File: src/rtl/core/shl_pkg.sv
// Package for the spatial hash cell lookup: sizes, field widths, opcodes,
// register indexes, transaction payloads and internal entry structs.
// No dependencies; every other file of the block uses it.
package shl_pkg;

	localparam int HASH_DEPTH = 1024;
	localparam int CELL_DEPTH = 4096;
	localparam int HASH_AW    = $clog2(HASH_DEPTH);
	localparam int CELL_AW    = $clog2(CELL_DEPTH);
	localparam int MOD_W      = HASH_AW + 1;
	localparam int SLOT_W     = CELL_AW + 1;

	localparam int OPC_W      = 2;
	localparam int TIDX_W     = 12;
	localparam int BFIRST_W   = 12;
	localparam int BSIZE_W    = 13;
	localparam int KEY_W      = 31;
	localparam int PART_W     = 20;
	localparam int COORD_W    = 16;
	localparam int RANGE_W    = 21;
	localparam int CPR_W      = 16;
	localparam int HLEN_W     = 11;
	localparam int BKT_SUM_W  = BSIZE_W + 1;

	// Bucket hash 3x + 5y on 15-bit coordinates fits in 18 bits.
	localparam int HASH_MUL_X = 3;
	localparam int HASH_MUL_Y = 5;
	localparam int HASH_DIV_W = 18;
	localparam int MOD_STEP_BITS = 3;
	localparam int MOD_STEPS  = HASH_DIV_W / MOD_STEP_BITS;
	localparam int MOD_CNT_W  = $clog2(MOD_STEPS + 1);

	localparam int CFG_IDX_W  = 2;
	localparam int CFG_DATA_W = 16;
	localparam logic [CFG_IDX_W-1:0] CFG_CELLS_PER_ROW = 2'd0;
	localparam logic [CFG_IDX_W-1:0] CFG_HASH_LENGTH   = 2'd1;
	localparam logic [CPR_W-1:0]  CPR_RESET  = 16'd1;
	localparam logic [HLEN_W-1:0] HLEN_RESET = 11'd1024;

	localparam logic [OPC_W-1:0] OP_WR_BUCKET = 2'd0;
	localparam logic [OPC_W-1:0] OP_WR_CELL   = 2'd1;
	localparam logic [OPC_W-1:0] OP_QUERY     = 2'd2;
	localparam logic [OPC_W-1:0] OP_NOP       = 2'd3;

	typedef struct packed {
		logic [OPC_W-1:0]          opcode;
		logic [TIDX_W-1:0]         table_index;
		logic                      bucket_empty;
		logic [BFIRST_W-1:0]       bucket_first;
		logic [BSIZE_W-1:0]        bucket_size;
		logic [KEY_W-1:0]          cell_number;
		logic [PART_W-1:0]         cell_first_particle;
		logic [PART_W-1:0]         cell_particle_count;
		logic signed [COORD_W-1:0] query_x;
		logic signed [COORD_W-1:0] query_y;
	} in_item_t;

	typedef struct packed {
		logic               found;
		logic [RANGE_W-1:0] range_begin;
		logic [RANGE_W-1:0] range_end;
	} out_item_t;

	localparam out_item_t MISS_RESULT = '0;

	typedef struct packed {
		logic                empty;
		logic [BFIRST_W-1:0] first;
		logic [BSIZE_W-1:0]  size;
	} bucket_entry_t;

	localparam bucket_entry_t BUCKET_CLEARED = '{empty: 1'b1, first: '0, size: '0};

	typedef struct packed {
		logic               en;
		logic [HASH_AW-1:0] addr;
		bucket_entry_t      entry;
	} bucket_wr_t;

	typedef struct packed {
		logic [KEY_W-1:0]  key;
		logic [PART_W-1:0] first;
		logic [PART_W-1:0] count;
	} cell_entry_t;

	typedef struct packed {
		logic               en;
		logic [CELL_AW-1:0] addr;
		cell_entry_t        entry;
	} cell_wr_t;

	typedef struct packed {
		logic               done;
		logic [HASH_AW-1:0] rem;
	} mod_res_t;

endpackage

File: src/rtl/core/shl_hash_mod.sv
// Iterative remainder unit: dividend mod modulus, MOD_STEP_BITS bits per cycle.
// Depends on shl_pkg for widths and the result struct.
module shl_hash_mod (
	input  logic                             clk,
	input  logic                             arst_n,
	input  logic                             start,
	input  logic [shl_pkg::HASH_DIV_W-1:0]   dividend,
	input  logic [shl_pkg::MOD_W-1:0]        modulus,
	output shl_pkg::mod_res_t                res
);
	import shl_pkg::*;

	logic                  busy_q;
	logic                  done_q;
	logic [MOD_CNT_W-1:0]  cnt_q;
	logic [HASH_DIV_W-1:0] dvd_q;
	logic [MOD_W-1:0]      mod_q;
	logic [HASH_AW-1:0]    rem_q;
	logic [HASH_AW-1:0]    rem_next;

	// Restoring remainder, MOD_STEP_BITS dividend bits per cycle.
	always_comb begin
		logic [MOD_W-1:0] trial;
		logic [HASH_AW-1:0] r;
		r = rem_q;
		for (int i = 0; i < MOD_STEP_BITS; i++) begin
			trial = {r, dvd_q[HASH_DIV_W-1-i]};
			if (trial >= mod_q) begin
				trial = trial - mod_q;
			end
			r = trial[HASH_AW-1:0];
		end
		rem_next = r;
	end

	always_ff @(posedge clk or negedge arst_n) begin
		if (!arst_n) begin
			busy_q <= 1'b0;
			done_q <= 1'b0;
			cnt_q  <= '0;
		end else begin
			done_q <= 1'b0;
			if (start) begin
				busy_q <= 1'b1;
				cnt_q  <= MOD_CNT_W'(MOD_STEPS);
			end else if (busy_q) begin
				cnt_q <= cnt_q - MOD_CNT_W'(1);
				if (cnt_q == MOD_CNT_W'(1)) begin
					busy_q <= 1'b0;
					done_q <= 1'b1;
				end
			end
		end
	end

	always_ff @(posedge clk) begin
		if (start) begin
			dvd_q <= dividend;
			mod_q <= modulus;
			rem_q <= '0;
		end else if (busy_q) begin
			dvd_q <= dvd_q << MOD_STEP_BITS;
			rem_q <= rem_next;
		end
	end

	assign res.done = done_q;
	assign res.rem  = rem_q;

endmodule

File: config.mk
export PLATFORM = sky130hd
export DESIGN_NAME = shl_hash_mod
export DESIGN_NICKNAME = d
export VERILOG_FILES = /design/src/rtl/core/shl_pkg.sv /design/src/rtl/core/shl_hash_mod.sv
export SDC_FILE = /design/constraint.sdc
export NUM_CORES = 1
export LEC_CHECK = 0
export ABC_AREA = 1
export BUFFER_PORTS_ARGS = -buffer_cell sky130_fd_sc_hd__buf_2
export CAP_MARGIN = 40
export CORE_MARGIN = 5
export CORE_UTILIZATION = 25
export CTS_CLUSTER_SIZE = 16
export DETAILED_ROUTE_END_ITERATION = 6
export PLACE_DENSITY = 0.51
export SLEW_MARGIN = 25
export SYNTH_ARGS = -nofsm -noshare
export SYNTH_HDL_FRONTEND = slang
export SYNTH_SLANG_ARGS = --single-unit
File: constraint.sdc
create_clock -name clk -period 9 [get_ports clk]
set_input_delay 0.9 -clock clk [delete_from_list [all_inputs] [get_ports clk]]
set_output_delay 0.9 -clock clk [all_outputs]
set_load 0.005 [all_outputs]
==> flow_summary.toml <==
[outcome]
run_status = "finished clean"

[critical_path]
worst_r2r_startpoint = "mod_q[1]"
slowest_stage_cell_on_the_critical_path = "nor2_2"
cp-end-kind = "flip-flop"
critPathLaunchType = "flip-flop"
rr_worst_depth = 28
crit_path_frequent_cell = "nand2_1"
ff2ff_setup_slack_ns = 3.49
path_class = "reg2reg"
cp.required_ns = 9.19
critical_path.max_fanout = 13
worst-endpoint-arrival_ns = 5.70
timing.critical_path.slowest_cell_delay_ns = 0.54
reg2reg_to = "rem_q[9]"

[drt]
drt-vias-per-instance = 4.49
routedWlPerCell_um = 12.9
drc = 0
dr_total_vias = 3368
number_of_drc_violations_after_detailed_routing_iteration_0 = 210
drtAntennaViolNets = 0
drt_pass1_iterations = 4
wirelength_um = 9680

[clock_tree]
cts.htree.levels = 2
buffer_type_at_the_clock_tree_root = "clkbuf_16"
clk_transition_reported_paths_ns = 0.07
cts.sinks = 44
cts_tree = "yes"
cts_buffers = 5
worst_skew_pair.late_latency_ns = 0.29
cts_setup_buffers = 0
cts_hold_buffers = 0
postCtsResizedCells = 0
max-clock-path-buffers = 2

[sta]
count_of_endpoints_failing_setup_in_the_final_report = 0
rsz0062_at_grt = "false"
timing.final.hold_violations = 0
fin_ws_ns = 3.49
skew_ns = 0.00365
final.min_clock_period_ns = 5.51
fin_setup_tns_ns = 0
final.period_utilization_pct = 61.3
relSlewSlack_pct = 50.6
max_clock_freq_mhz = 181
worst_slew_pin_slew_ns = 0.740
drv_slew = 0

[logic_synthesis]
yosys-mux-area-fraction_pct = 0
syn-num-nets = 592
ys_seq_elements = 44
simple_gate_fraction_of_synth_area_pct = 36.2
post_synth_xor_area_fraction_pct = 3.02
syn-instance-count = 522
post_synth.cell_area_avg_um2 = 7.22
yosysSeqAreaShare_pct = 31.7
synth_top_family_by_area = "simple AND/OR/NAND/NOR gates"
post_synth_instance_area_um2 = 3770
synth_compound_gate_area_share_pct = 7.07
number_of_synthesis_warnings = 0
synth-adder-area-share_pct = 13.2
post_synthesis_cell_type_count = 40

[grt]
number_of_antenna_violations_at_the_first_check_in_global_routing = 0
track_usage_pct = 11.0
grt.overflow.total = 0
grt_pass1_wl_um = 16000
grt_max_degree = 34
via_count_of_the_first_global_routing_pass = 3226

[finish]
area.sequential_um2 = 1200
final_cell_utilization_of_the_core_pct = 29.6
synthToLayoutAreaGrowth_pct = 15.1
multi_input_comb_area_um2 = 2240
filler_cell_count = 1609
n_antenna_cell = 0
nets = 635
design_area_um2 = 4340
final_layout_size_suffix_gt1_share_pct = 15.4

[placed_design]
dp_hpwl_um = 8000
numPortBuffers = 42
dpl_worst_slack_ns = 3.52
dpl-instance-area_um2 = 4160
final_wtd_congestion = 0.903

[floorplanning]
core.rowCount = 44
dieHeight_um = 133
coreArea_um2 = 14600
initial_utilization_pct = 25.7
dieWidth_um = 133
design.portCount = 43
floorplan.die_area_um2 = 17600

[run]
drv.max_cap_violation_count = 0

[hold_path]
hold_class = "in2async"
[cells by family (layout without fill, tap and decap cells)]
family,Yosys count,in the layout
buffers and inverters,82,126
AO/OA/AOI/OAI,46,46
flip-flops,44,44
AND/OR/NAND/NOR,299,299
XOR/XNOR,13,13
adder cells (fa/ha/maj),38,38
[per-stage QoR]
stage,hold WS [ns],std cells
final,0.416,750
after global placement,0.486,741
after CTS,0.414,749
after detailed placement,0.481,741
after floorplan,0.457,522
after global routing,0.411,750
[worst max-delay path, delay by kind of cell, from the launching register on]
| family | cells | cell delay, ns |
|---|---|---|
| AOI/OAI and AO/OA | 3 | 0.45 |
| and+or+nand+nor | 19 | 2.92 |
| DFF | 1 | 0.42 |
| adders and majority gates | 3 | 0.96 |
| buffers and inverters | 3 | 0.61 |
[how the worst max path moves through the flow]
stage,startpoint,end,slack (ns),cells after the start
2_1_floorplan,mod_q[1],rem_q[0],4.91,28
3_3_place_gp,mod_q[1],rem_q[9],3.64,28
3_5_place_dp,mod_q[1],rem_q[3],3.52,28
4_1_cts,mod_q[1],rem_q[3],3.51,28
5_1_grt,mod_q[1],rem_q[3],2.96,28
6_report,mod_q[1],rem_q[9],3.49,28
[per-layer routing]
metal  global-route usage [%]  vias to the layer above  share of wire, %  wire (um)
met1                     15.2                     1516                49       4700
met4                     1.73                        0              0.94         91
met3                     2.66                        6               6.0        582
met5                        0                        -                 0          0
met2                     17.8                       78                44       4300
li1                         -                     1768                 -          -
[registers in the layout, summed over array words and instances, names as in the netlist]
signal and count:
done_q 1, mod_q 11, cnt_q 3, busy_q 1
dvd_q 18, rem_q 10
[cells in the mapped netlist]
cell type | n | area share [%]
nand2_1 | 186 | 19
inv_1 | 70 | 7.0
ha_1 | 35 | 12
nand3_1 | 32 | 4.2
nor2_1 | 31 | 3.1
edfxtp_1 | 29 | 23
a21oi_1 | 26 | 3.5
nand2_2 | 11 | 1.8
dfxtp_1 | 10 | 5.3
nand3_2 | 9 | 2.4
nand3b_1 | 9 | 1.8
xnor2_1 | 7 | 1.6
nand4_1 | 6 | 1.0
o21ai_0 | 6 | 0.80
xor2_1 | 6 | 1.4
dfrtp_1 | 5 | 3.3
a21oi_2 | 4 | 0.93
clkbuf_1 | 4 | 0.40
buf_4 | 3 | 0.60
clkinv_1 | 3 | 0.30
fa_1 | 3 | 1.6
nand2_4 | 3 | 0.90
or2_2 | 3 | 0.50
a21o_1 | 2 | 0.40
a31oi_1 | 2 | 0.33
and2_1 | 2 | 0.33
nor3_1 | 2 | 0.27
a21boi_0 | 1 | 0.20
a22oi_1 | 1 | 0.20
and3_1 | 1 | 0.17
buf_8 | 1 | 0.40
inv_2 | 1 | 0.10
nor2_2 | 1 | 0.17
nor2_8 | 1 | 0.53
nor3_2 | 1 | 0.27
nor3b_1 | 1 | 0.20
o211ai_1 | 1 | 0.20
o21ai_1 | 1 | 0.13
o21ai_2 | 1 | 0.23
o21bai_1 | 1 | 0.20
[cell type report]
type | instances | area share [%]
clock inverters | 2 | 0.375
multi-input cells | 396 | 51.7
flip-flops and latches | 44 | 27.6
inverters | 74 | 6.40
well taps | 184 | 5.31
clock buffers | 6 | 3.46
repair buffers | 44 | 5.19
[cells in the final DEF, fill, tap and decap left out, drive strengths merged]
master | Yosys | layout
clkinvlp | 0 | 1
and3 | 1 | 1
a21oi | 30 | 30
edfxtp | 29 | 29
nand3 | 41 | 41
a31oi | 2 | 2
o21bai | 1 | 1
or2 | 3 | 3
inv | 71 | 72
nor2 | 33 | 33
xor2 | 6 | 6
nor3 | 3 | 3
buf | 4 | 44
fa | 3 | 3
clkinv | 3 | 3
a22oi | 1 | 1
ha | 35 | 35
o21ai | 8 | 8
clkbuf | 4 | 6
dfrtp | 5 | 5
nor3b | 1 | 1
a21o | 2 | 2
xnor2 | 7 | 7
nand2 | 200 | 200
o211ai | 1 | 1
dfxtp | 10 | 10
nand3b | 9 | 9
and2 | 2 | 2
a21boi | 1 | 1
nand4 | 6 | 6
Power is not shown: default switching activity piles up to over one toggle a cycle in this logic, so the estimate is an artifact.
